$ cat src/rtl/core/lpse_pkg.sv
// Shared types, constants and helpers of the LED pixel stream encoder.
// No dependencies; every other file of the block imports this package.
package lpse_pkg;

    localparam int PIXEL_COUNT     = 64;
    localparam int BYTES_PER_PIXEL = 4;

    localparam int IDX_W      = 6;
    localparam int CHAN_W     = 8;
    localparam int WORD_W     = 32;
    localparam int DUTY_W     = 8;
    localparam int LOW_DUTY_W = 7;
    localparam int ADDR_W     = (PIXEL_COUNT > 1) ? $clog2(PIXEL_COUNT) : 1;
    localparam int RESET_SLOTS = 2;
    localparam int SLOT_W     = $clog2(PIXEL_COUNT + RESET_SLOTS + 1);
    localparam int BITS_PER_SLOT = 8 * BYTES_PER_PIXEL;
    localparam int BIT_CNT_W  = $clog2(BITS_PER_SLOT);

    localparam logic [CHAN_W-1:0]     GREEN_SCALE    = 8'hB0;
    localparam logic [CHAN_W-1:0]     BLUE_SCALE     = 8'hF0;
    localparam logic [LOW_DUTY_W-1:0] LOW_DUTY_RESET = 7'd29;

    localparam logic [1:0] CMD_SET_PIXEL = 2'd0;
    localparam logic [1:0] CMD_START     = 2'd1;
    localparam logic [1:0] CMD_TICK      = 2'd2;

    typedef enum logic [1:0] {
        KIND_DATA   = 2'd0,
        KIND_RESET  = 2'd1,
        KIND_DONE   = 2'd2,
        KIND_CANCEL = 2'd3
    } kind_t;

    typedef enum logic [1:0] {
        ST_IDLE,
        ST_FETCH,
        ST_EMIT
    } state_t;

    // Load request from the control logic to the serializer.
    typedef struct packed {
        logic                     load;
        kind_t                    kind;
        logic                     single;
        logic [BITS_PER_SLOT-1:0] bits;
    } ser_load_t;

    function automatic logic [CHAN_W-1:0] scale_byte(input logic [CHAN_W-1:0] v,
                                                     input logic [CHAN_W-1:0] s);
        logic [2*CHAN_W-1:0] prod;
        prod = v * s;
        return prod[2*CHAN_W-1:CHAN_W];
    endfunction

    // Wire order is green, red, blue, white from the top byte down.
    function automatic logic [WORD_W-1:0] pack_pixel(input logic [CHAN_W-1:0] r,
                                                     input logic [CHAN_W-1:0] g,
                                                     input logic [CHAN_W-1:0] b,
                                                     input logic [CHAN_W-1:0] w);
        logic [CHAN_W-1:0] wb;
        wb = (BYTES_PER_PIXEL == 4) ? w : '0;
        return {scale_byte(g, GREEN_SCALE), r, scale_byte(b, BLUE_SCALE), wb};
    endfunction

endpackage

$ cat src/rtl/core/led_pixel_stream_encoder.sv
// Top level of the LED pixel stream encoder: command decode, frame control,
// low_duty register. Instantiates lpse_pixel_mem and lpse_serializer; uses lpse_pkg.

// A command is taken when start is high and busy is low. A set pixel command does
// not raise busy. A slot tick for a pixel slot keeps busy high through the pixel
// store read, then 32 beats at one per cycle from the serializer's shift register
// (24 beats with three bytes per pixel). A reset-slot tick gives 32 beats, and a
// cancel or finished marker gives a single beat. Results are shown on duty,
// code_kind and last for exactly one cycle each, marked by strobe; the receiver
// must take every beat, as the block cannot be stalled. The pixel store reads as
// zero after reset without any clearing pass.
module led_pixel_stream_encoder (
    input  logic                              clk,
    input  logic                              rst_n,
    input  logic                              cfg_we,
    input  logic [lpse_pkg::LOW_DUTY_W-1:0]   cfg_wdata,
    input  logic                              start,
    output logic                              busy,
    input  logic [1:0]                        command,
    input  logic [lpse_pkg::IDX_W-1:0]        pixel_index,
    input  logic [lpse_pkg::CHAN_W-1:0]       red,
    input  logic [lpse_pkg::CHAN_W-1:0]       green,
    input  logic [lpse_pkg::CHAN_W-1:0]       blue,
    input  logic [lpse_pkg::CHAN_W-1:0]       white,
    output logic                              strobe,
    output logic [lpse_pkg::DUTY_W-1:0]       duty,
    output logic [1:0]                        code_kind,
    output logic                              last
);
    import lpse_pkg::*;

    state_t                state_reg, state_next;
    logic                  running_reg, running_next;
    logic [SLOT_W-1:0]     slot_reg, slot_next;
    logic [LOW_DUTY_W-1:0] low_duty_reg;

    logic              accept;
    logic              wr_en;
    logic              rd_en;
    logic [WORD_W-1:0] rd_data;
    ser_load_t         ld;
    kind_t             ser_kind;

    assign accept = start && !busy;
    assign busy   = (state_reg != ST_IDLE);
    assign wr_en  = accept && (command == CMD_SET_PIXEL) &&
                    (32'(pixel_index) < PIXEL_COUNT);

    always_ff @(posedge clk or negedge rst_n)
    begin
        if (!rst_n)
        begin
            state_reg    <= ST_IDLE;
            running_reg  <= 1'b0;
            slot_reg     <= '0;
            low_duty_reg <= LOW_DUTY_RESET;
        end
        else
        begin
            state_reg   <= state_next;
            running_reg <= running_next;
            slot_reg    <= slot_next;
            if (cfg_we)
            begin
                low_duty_reg <= cfg_wdata;
            end
        end
    end

    always_comb
    begin
        state_next   = state_reg;
        running_next = running_reg;
        slot_next    = slot_reg;
        rd_en        = 1'b0;
        ld           = '{load: 1'b0, kind: KIND_DATA, single: 1'b0, bits: '0};
        unique case (state_reg)
            ST_IDLE:
            begin
                if (accept && command == CMD_START)
                begin
                    slot_next = '0;
                    if (running_reg)
                    begin
                        running_next = 1'b0;
                        ld.load      = 1'b1;
                        ld.kind      = KIND_CANCEL;
                        ld.single    = 1'b1;
                        state_next   = ST_EMIT;
                    end
                    else
                    begin
                        running_next = 1'b1;
                    end
                end
                else if (accept && command == CMD_TICK && running_reg)
                begin
                    if (32'(slot_reg) < PIXEL_COUNT)
                    begin
                        rd_en      = 1'b1;
                        slot_next  = slot_reg + 1'b1;
                        state_next = ST_FETCH;
                    end
                    else if (32'(slot_reg) < PIXEL_COUNT + RESET_SLOTS)
                    begin
                        ld.load    = 1'b1;
                        ld.kind    = KIND_RESET;
                        slot_next  = slot_reg + 1'b1;
                        state_next = ST_EMIT;
                    end
                    else
                    begin
                        ld.load      = 1'b1;
                        ld.kind      = KIND_DONE;
                        ld.single    = 1'b1;
                        running_next = 1'b0;
                        slot_next    = '0;
                        state_next   = ST_EMIT;
                    end
                end
            end
            ST_FETCH:
            begin
                ld.load    = 1'b1;
                ld.kind    = KIND_DATA;
                ld.bits    = rd_data[WORD_W-1 -: BITS_PER_SLOT];
                state_next = ST_EMIT;
            end
            ST_EMIT:
            begin
                if (strobe && last)
                begin
                    state_next = ST_IDLE;
                end
            end
            default:
            begin
                state_next = ST_IDLE;
            end
        endcase
    end

    lpse_pixel_mem u_mem (
        .clk     (clk),
        .rst_n   (rst_n),
        .wr_en   (wr_en),
        .wr_addr (ADDR_W'(pixel_index)),
        .wr_data (pack_pixel(red, green, blue, white)),
        .rd_en   (rd_en),
        .rd_addr (ADDR_W'(slot_reg)),
        .rd_data (rd_data)
    );

    lpse_serializer u_ser (
        .clk      (clk),
        .rst_n    (rst_n),
        .ld       (ld),
        .low_duty (low_duty_reg),
        .strobe   (strobe),
        .duty     (duty),
        .kind     (ser_kind),
        .last     (last)
    );

    assign code_kind = ser_kind;

    // Beats only appear while a command is being worked off.
    a_strobe_in_emit: assert property (@(posedge clk) disable iff (!rst_n)
        strobe |-> (state_reg == ST_EMIT))
        else $error("result beat outside emit state");

    // An idle frame always restarts from the first slot.
    a_idle_slot_zero: assert property (@(posedge clk) disable iff (!rst_n)
        !running_reg |-> (slot_reg == '0))
        else $error("slot counter nonzero while no frame runs");

    // The final beat of a command ends the burst and frees the block.
    a_last_ends_burst: assert property (@(posedge clk) disable iff (!rst_n)
        (strobe && last) |=> (!strobe && !busy))
        else $error("burst did not end after last beat");

    // A pixel tick passes through the fetch state, which is followed directly by its data beats.
    a_fetch_then_emit: assert property (@(posedge clk) disable iff (!rst_n)
        (state_reg == ST_FETCH) |=> (strobe && code_kind == KIND_DATA))
        else $error("pixel read not followed by data beats");

endmodule

$ cat src/rtl/core/lpse_pixel_mem.sv
// Pixel store: synchronous memory with one write and one registered read port.
// Entries read as zero until written, tracked by per-entry valid flops. Uses lpse_pkg.
module lpse_pixel_mem (
    input  logic                          clk,
    input  logic                          rst_n,
    input  logic                          wr_en,
    input  logic [lpse_pkg::ADDR_W-1:0]   wr_addr,
    input  logic [lpse_pkg::WORD_W-1:0]   wr_data,
    input  logic                          rd_en,
    input  logic [lpse_pkg::ADDR_W-1:0]   rd_addr,
    output logic [lpse_pkg::WORD_W-1:0]   rd_data
);
    import lpse_pkg::*;

    logic [WORD_W-1:0]      mem [PIXEL_COUNT];
    logic [PIXEL_COUNT-1:0] valid_reg;
    logic [WORD_W-1:0]      rd_data_reg;
    logic                   rd_valid_reg;

    always_ff @(posedge clk)
    begin
        if (wr_en)
        begin
            mem[wr_addr] <= wr_data;
        end
        if (rd_en)
        begin
            rd_data_reg <= mem[rd_addr];
        end
    end

    always_ff @(posedge clk or negedge rst_n)
    begin
        if (!rst_n)
        begin
            valid_reg    <= '0;
            rd_valid_reg <= 1'b0;
        end
        else
        begin
            if (wr_en)
            begin
                valid_reg[wr_addr] <= 1'b1;
            end
            if (rd_en)
            begin
                rd_valid_reg <= valid_reg[rd_addr];
            end
        end
    end

    assign rd_data = rd_valid_reg ? rd_data_reg : '0;

endmodule

$ cat src/rtl/core/lpse_serializer.sv
// Bit serializer: turns one loaded slot into a run of duty-code beats, MSB first.
// Depends on lpse_pkg for the load struct and result kinds.
module lpse_serializer (
    input  logic                              clk,
    input  logic                              rst_n,
    input  lpse_pkg::ser_load_t               ld,
    input  logic [lpse_pkg::LOW_DUTY_W-1:0]   low_duty,
    output logic                              strobe,
    output logic [lpse_pkg::DUTY_W-1:0]       duty,
    output lpse_pkg::kind_t                   kind,
    output logic                              last
);
    import lpse_pkg::*;

    logic                     active_reg, active_next;
    logic [BITS_PER_SLOT-1:0] shift_reg, shift_next;
    logic [BIT_CNT_W-1:0]     cnt_reg, cnt_next;
    kind_t                    kind_reg, kind_next;

    always_ff @(posedge clk or negedge rst_n)
    begin
        if (!rst_n)
        begin
            active_reg <= 1'b0;
            cnt_reg    <= '0;
        end
        else
        begin
            active_reg <= active_next;
            cnt_reg    <= cnt_next;
        end
    end

    always_ff @(posedge clk)
    begin
        shift_reg <= shift_next;
        kind_reg  <= kind_next;
    end

    always_comb
    begin
        active_next = active_reg;
        shift_next  = shift_reg;
        cnt_next    = cnt_reg;
        kind_next   = kind_reg;
        if (ld.load)
        begin
            active_next = 1'b1;
            shift_next  = ld.bits;
            kind_next   = ld.kind;
            cnt_next    = ld.single ? '0 : BIT_CNT_W'(BITS_PER_SLOT - 1);
        end
        else if (active_reg)
        begin
            shift_next = {shift_reg[BITS_PER_SLOT-2:0], 1'b0};
            cnt_next   = cnt_reg - 1'b1;
            if (cnt_reg == '0)
            begin
                active_next = 1'b0;
            end
        end
    end

    assign strobe = active_reg;
    assign kind   = kind_reg;
    assign last   = (cnt_reg == '0);

    always_comb
    begin
        if (kind_reg != KIND_DATA)
        begin
            duty = '0;
        end
        else if (shift_reg[BITS_PER_SLOT-1])
        begin
            duty = {low_duty, 1'b0};
        end
        else
        begin
            duty = {1'b0, low_duty};
        end
    end

endmodule
$ cat config.mk
export PLATFORM = sky130hd
export DESIGN_NAME = led_pixel_stream_encoder
export DESIGN_NICKNAME = d
export VERILOG_FILES = /design/src/rtl/core/lpse_pkg.sv /design/src/rtl/core/led_pixel_stream_encoder.sv /design/src/rtl/core/lpse_pixel_mem.sv /design/src/rtl/core/lpse_serializer.sv
export SDC_FILE = /design/constraint.sdc
export NUM_CORES = 2
export LEC_CHECK = 0
export BUFFER_PORTS_ARGS = -buffer_cell sky130_fd_sc_hd__buf_2
export CAP_MARGIN = 20
export CORE_UTILIZATION = 35
export CTS_CLUSTER_DIAMETER = 40
export DETAILED_ROUTE_END_ITERATION = 10
export MAX_ROUTING_LAYER = met4
export SYNTH_ARGS = -nofsm -noshare
export SYNTH_HDL_FRONTEND = slang
export SYNTH_SLANG_ARGS = --single-unit
$ cat constraint.sdc
create_clock -name clk -period 4.8 [get_ports clk]
set_input_delay 0.72 -clock clk [delete_from_list [all_inputs] [get_ports clk]]
set_output_delay 0.72 -clock clk [all_outputs]
set_load 0.01 [all_outputs]
---- After elaboration in Yosys (flattened, before gate mapping) ----
Memories as Yosys holds them, arrays and structs flattened. A register that Yosys moved wholly into a read port is not among the register bits.
Cells that the tools add are included.
Widths: inputs -> output; s select.
operators by class
  add/subtract/negate cells ............... 2
  $mul .................................... 2
  div/mod/pow operators ................... 0
  $lt $le $gt $ge ......................... 5
  equality and inequality tests ........... 9
  shift-type cells ........................ 0
  mux-type cells .......................... 45
  bitwise gates (word level) .............. 1
  reduce and logical (&&, ||, !) cells .... 18
operators by type and width
  kind                  count
  $mux 32               4
  $or 64x64->64         1
  $mux 7                4
  $mul 8x4->12 const B  2
  $mux 1                18
  $mux 4                4
  $mux 8                2
  $mux 5                3
  $lt 6x7->1 const B    2
  $lt 7x7->1 const B    2
  $mux 2                6
  $reduce_bool 2->1     4
  $add 7x1->7 const B   1
  $logic_and 1x1->1     7
  $bmux 1 s6            1
  $demux 1 s6           1
  $ge 6x1->1 const B    1
  $ne 2x2->1 const B    3
  $ne 3x3->1 const B    2
  $pmux 2 s3            1
  $pmux 3 s2            1
  $logic_not 5->1       1
  $sub 5x1->5 const B   1
  $eq 2x1->1 const B    2
  other kinds (6)       8
storage, ports and cells
  register bits ........................... 122
  latch bits .............................. 0
  RAM bits ................................ 2048
  ROM bits ................................ 0
  input bits .............................. 51
  output and inout bits ................... 13
  word-level logic and storage cells ...... 93
  memories kept ........................... 1
memory list
  name       words  width  read ports  clocked after Yosys merged registers in  wr ports  line                  source
  u_mem.mem  64     32     1           1                                        1         lpse_pixel_mem.sv:15  logic [WORD_W-1:0] mem [PIXEL_COUNT];

---- Logic depth before layout (Yosys ltp) ----
  word-level depth ........................ 10
  gate-level depth with buffers ........... 11
  mapped depth without buffers ............ 11

---- By module ----
A second synthesis with hierarchy kept.
second synthesis, totals
  cell total of the unflattened synthesis .. 3965
  area, all modules ....................... 85373.1 sq um
modules (own cells, without submodules)
  module                    instances  cells an instance  area an instance (sq um)  sequential area each (sq um)
  lpse_pixel_mem            1          3574               81130.3                   64086.5
  led_pixel_stream_encoder  1          275                2421.1                    430.4
  lpse_serializer           1          116                1821.7                    1171.1

---- Least setup slack after synthesis ----
No wires, ideal clock.
  path type ............................... input port to flip-flop
  from .................................... in blue[0] (netlist bit)
  to ...................................... mem u_mem.mem[0][15], data pin
  setup time .............................. 0.728 ns
  arrival time ............................ 5.616 ns
  data required time ...................... 4.072 ns
  setup slack ............................. -1.544 ns
  cell stages on the path ................. 11
  path buffers ............................ 0
  cells stage by stage .................... fa_1 -> inv_1 -> fa_1 -> inv_1 -> ha_1 -> a21o_1 -> a21oi_1 -> o21ai_1 -> o41a_1 -> a21oi_1 -> o311ai_1
between the ends
  cells in the longest elaborated chain, start to end .. 1
ends and longest elaborated chain
  item                        line                            source
  from (decl)                 led_pixel_stream_encoder.sv:23  input logic [lpse_pkg::CHAN_W-1:0] blue,
  $mul 8x4->12                lpse_pkg.sv:51                  prod = v * s;
  via u_mem.wr_data, one bit  lpse_pixel_mem.sv:8             input logic [lpse_pkg::WORD_W-1:0] wr_data,
  to (decl)                   lpse_pixel_mem.sv:15
The timed path passes the listed nets, and every way through them passes these cells.

---- Final worst setup path ----
  from .................................... in blue[0] (netlist bit)
  to ...................................... mem u_mem.mem[9][15], data pin
The elaborated chain is that of the path after synthesis.

==> run summary <==
The vertical extent of the die came out at 495.3 um. In the routed layout, each cell is associated on average with a via count of 5.473. Once the floorplan was initialized, standard cells occupied 35.31% of the core.

The async set-reset flop share out of synthesis is 3.996%. The number of cells produced by synthesis came out at 3641. The global routing usage summed across all routing layers came out at 18.56%. The setup TNS is 0 ps.

The mean area per synthesized cell is 23.39 um^2. The standard cell core area came out at 241200 um^2. The TritonCTS clock tree is built. The number of sinks on the clock net came out at 2202. From left edge to right edge, the die measures 495.3 um. The smallest clock period supported by the final layout is computed as 3703 ps. The share of layout cells above drive strength 1 is 36.07%.

The number of synthesized register bits is 2202. The maximum buffer depth of the clock tree came out at 4. IR analysis of the VDD net gives a maximum drop of 0.3180 mV. Leaving out fill and tap cells, the most frequent cells in the layout are 2114 x sky130_fd_sc_hd__edfxtp_1, 634 x sky130_fd_sc_hd__mux4_2, 303 x sky130_fd_sc_hd__clkbuf_16.

The max-capacitance violation count is 0. Yosys attributes the largest share of cell area to sky130_fd_sc_hd__edfxtp_1 75%, sky130_fd_sc_hd__mux4_2 17%, sky130_fd_sc_hd__dfrtp_1 2.5%. The final-layout worst hold slack came out at 53.38 ps. The setup-violating endpoint count in the final report came out at 0.

The number of antenna violations at the first check in global routing is 11. The flip-flop count of the largest register, all copies and words added came out at 2048. The most used flip-flop cell after synthesis is sky130_fd_sc_hd__edfxtp_1.

The pin slew with the least headroom to its limit came out at 1095 ps. The final setup skew came out at 41.34 ps. The total count of hold-check failures in the final report came out at 0. The post-DP HPWL came out at 116100 um. The overall via count from detail_route is 40648. The number of synthesized flops with an enable pin came out at 2114. The relative slew slack came out at 26.99%. The first routing iteration left 4853 violations.

The sequential-to-total area share from yosys stat came out at 77.13%. The run finished with clean final reports. The footprint of the flip-flops and latches came out at 65700 um^2. The worst path required time is 5510 ps. The net count after synthesis is 3744. The ratio of final minimum period to clock period came out at 77.15%. The class of the most critical setup path is input port to flip-flop. The cell area that synthesis handed to floorplanning was 85170 um^2. The startpoint class of the critical path is an input port. The number of unique standard cell types used by synthesis is 53.

STA classifies the critical path endpoint as a flip-flop. The clock tree synthesis step divided the H-tree into 5 levels. In the final routed layout, each cell accounts on average for 29.67 um. The tree is rooted in a sky130_fd_sc_hd__clkbuf_16. The TritonCTS buffer count is 297. The via count of the first global-routing pass is 41680. The maximum number of pins on one net before global-route repair came out at 65. The first global-routing pass estimated 312300 um of wire. The path class of the tightest hold or removal check is input port to flip-flop.

Relative to the synthesized area, the layout overhead comes to 18.93%. The number of buffers inserted by port buffering is 63. The wire length reported by the detailed router came out at 220400 um.

64 I/O pins were placed. The total iterations of the first detailed-routing run is 7. Summing all multi-input logic gate instances after layout gives 19120 um^2. The overall overflow remaining after global route came out at 0.

The row count came out at 180. The share of synthesized area in the top cell type comes to 74.54%. The maximum clock frequency is 270.1 MHz. The maximum fanout count along the critical path is 45. Buffers added to address setup during post-CTS repair amount to 0. The remaining antenna violation count came out at 0. The final weighted congestion of routability-driven global placement came out at 0.7575.

Summed over all cells, the static leakage comes to 32.18 nW. The biggest area contributor in the post-synthesis netlist is sky130_fd_sc_hd__edfxtp_1. The die area came out at 245300 um^2. The total number of yosys warnings is 0. The count of pins over their slew limit is 0.

The number of filler instances in the final layout came out at 20485. Setup repair after global routing left no endpoint under its margin. The remaining design rule violation count is 0.

The power density normalized to cell area came out at 534.8 nW/um^2. Clock latency on the worst-skew pair, taken at its later pin, is 920 ps. Data arrives at the worst endpoint at 4420 ps. The clock slew seen by the registers of the worst setup and hold paths came out at 50 ps. The most common cell after layout, fill and taps aside is sky130_fd_sc_hd__edfxtp_1. The final net count came out at 4140.
Yosys cell counts, drive strengths merged (7+ instances only):
| master | count |
|---|---|
| mux2 | 8 |
| a22o | 31 |
| mux4 | 634 |
| a211oi | 8 |
| dfrtp | 84 |
| xnor2 | 10 |
| clkbuf | 88 |
| nor3 | 7 |
| o21ai | 14 |
| nor2b | 15 |
| nand3 | 14 |
| mux2i | 43 |
| fa | 16 |
| a21oi | 14 |
| xor2 | 11 |
| ha | 36 |
| inv | 50 |
| nor2 | 99 |
| a22oi | 58 |
| buf | 95 |
| or2 | 66 |
| nand2 | 63 |
| edfxtp | 2114 |
cell families (layout without fill, tap and decap cells):
kind of cell,after synthesis,after routing,synth area share (%)
DFF,2202,2202,77.13
muxes,685,685,17.38
and+or+nand+nor,293,293,1.665
buffers and inverters,233,828,1.340
AOI/OAI and AO/OA,155,155,1.369
adders and majority gates,52,52,0.9050
xor gates and xnor gates,21,21,0.2160
other,0,6,0
where the power goes:
group / leakage (nW) / switching [mW] / internal, mW
clock: 4.59 / 8.21 / 12.9
combinational: 7.38 / 5.42 / 4.46
sequential: 20.2 / 0.360 / 22.8
worst paths after layout:
path | start | end | slack (ps) | cells past startpoint
min in group asynchronous | rst_n | u_mem.valid_reg[28]$_DFFE_PN0P_ | 430 | 2
hold reg to reg | u_mem.valid_reg[9]$_DFFE_PN0P_ | u_mem.valid_reg[9]$_DFFE_PN0P_ | 460 | 1
hold / removal | cfg_wdata[0] | low_duty_reg[0]$_DFFE_PN1P_ | 50 | 2
setup / recovery | blue[0] | u_mem.mem[9][15]$_DFFE_PP_ | 1100 | 14
max in group asynchronous | rst_n | u_mem.valid_reg[46]$_DFFE_PN0P_ | 3330 | 3
setup reg to reg | slot_reg[1]$_DFFE_PN0P_ | u_mem.rd_data_reg[7]$_DFFE_PP_ | 1150 | 6
what timing repair did:
| item | 4_1_cts | 5_1_grt |
|---|---|---|
| gates resized for setup | 0 | 0 |
| hold buffers | 2 | 0 |
| hold endpoints to repair | 51 | 0 |
worst max-delay path, stage by stage:
cell	delay (ps)
sky130_fd_sc_hd__buf_2	120
sky130_fd_sc_hd__fa_1	560
sky130_fd_sc_hd__inv_1	70
sky130_fd_sc_hd__fa_1	510
sky130_fd_sc_hd__inv_1	50
sky130_fd_sc_hd__ha_1	280
sky130_fd_sc_hd__a21o_1	170
sky130_fd_sc_hd__a21oi_1	200
sky130_fd_sc_hd__o21ai_1	120
sky130_fd_sc_hd__o41a_1	470
sky130_fd_sc_hd__buf_4	200
sky130_fd_sc_hd__a2111o_1	440
sky130_fd_sc_hd__o311ai_4	190
sky130_fd_sc_hd__buf_12	270
through the flow:
step | area [um^2] | power (mW) | std cells | worst slack [ps] | util, %
after global placement | 91480 | 33.34 | 6904 | 59.75 | 37.93
after detailed placement | 91480 | 33.50 | 6904 | 4.520 | 37.93
final | 101300 | 54.17 | 7427 | 1097 | 41.99
after global routing | 101300 | 55.90 | 7426 | 984.5 | 41.99
after floorplan | 85220 | 30.06 | 3641 | 17.78 | -
after CTS | 100900 | 54.56 | 7404 | 944.6 | 41.84
final cells by class:
type,instances,share of cell area [%]
diodes,6,0.01482
clock buffers,334,7.630
clock inverters,164,1.668
inverters,50,0.1853
multi-input cells,1206,18.88
flip-flops and latches,2202,64.87
well taps,3185,3.934
repair buffers,280,2.819
layer usage:
layer  wire (um)  vias to the layer above  track usage, %
li1            -                    16298               -
met1       91990                    22243           25.21
met2      105300                     1787           28.28
met3       18150                      320           3.814
met4        4933                        0           5.330
met5           0                        -               -
Power figures use the tool's default switching activity.
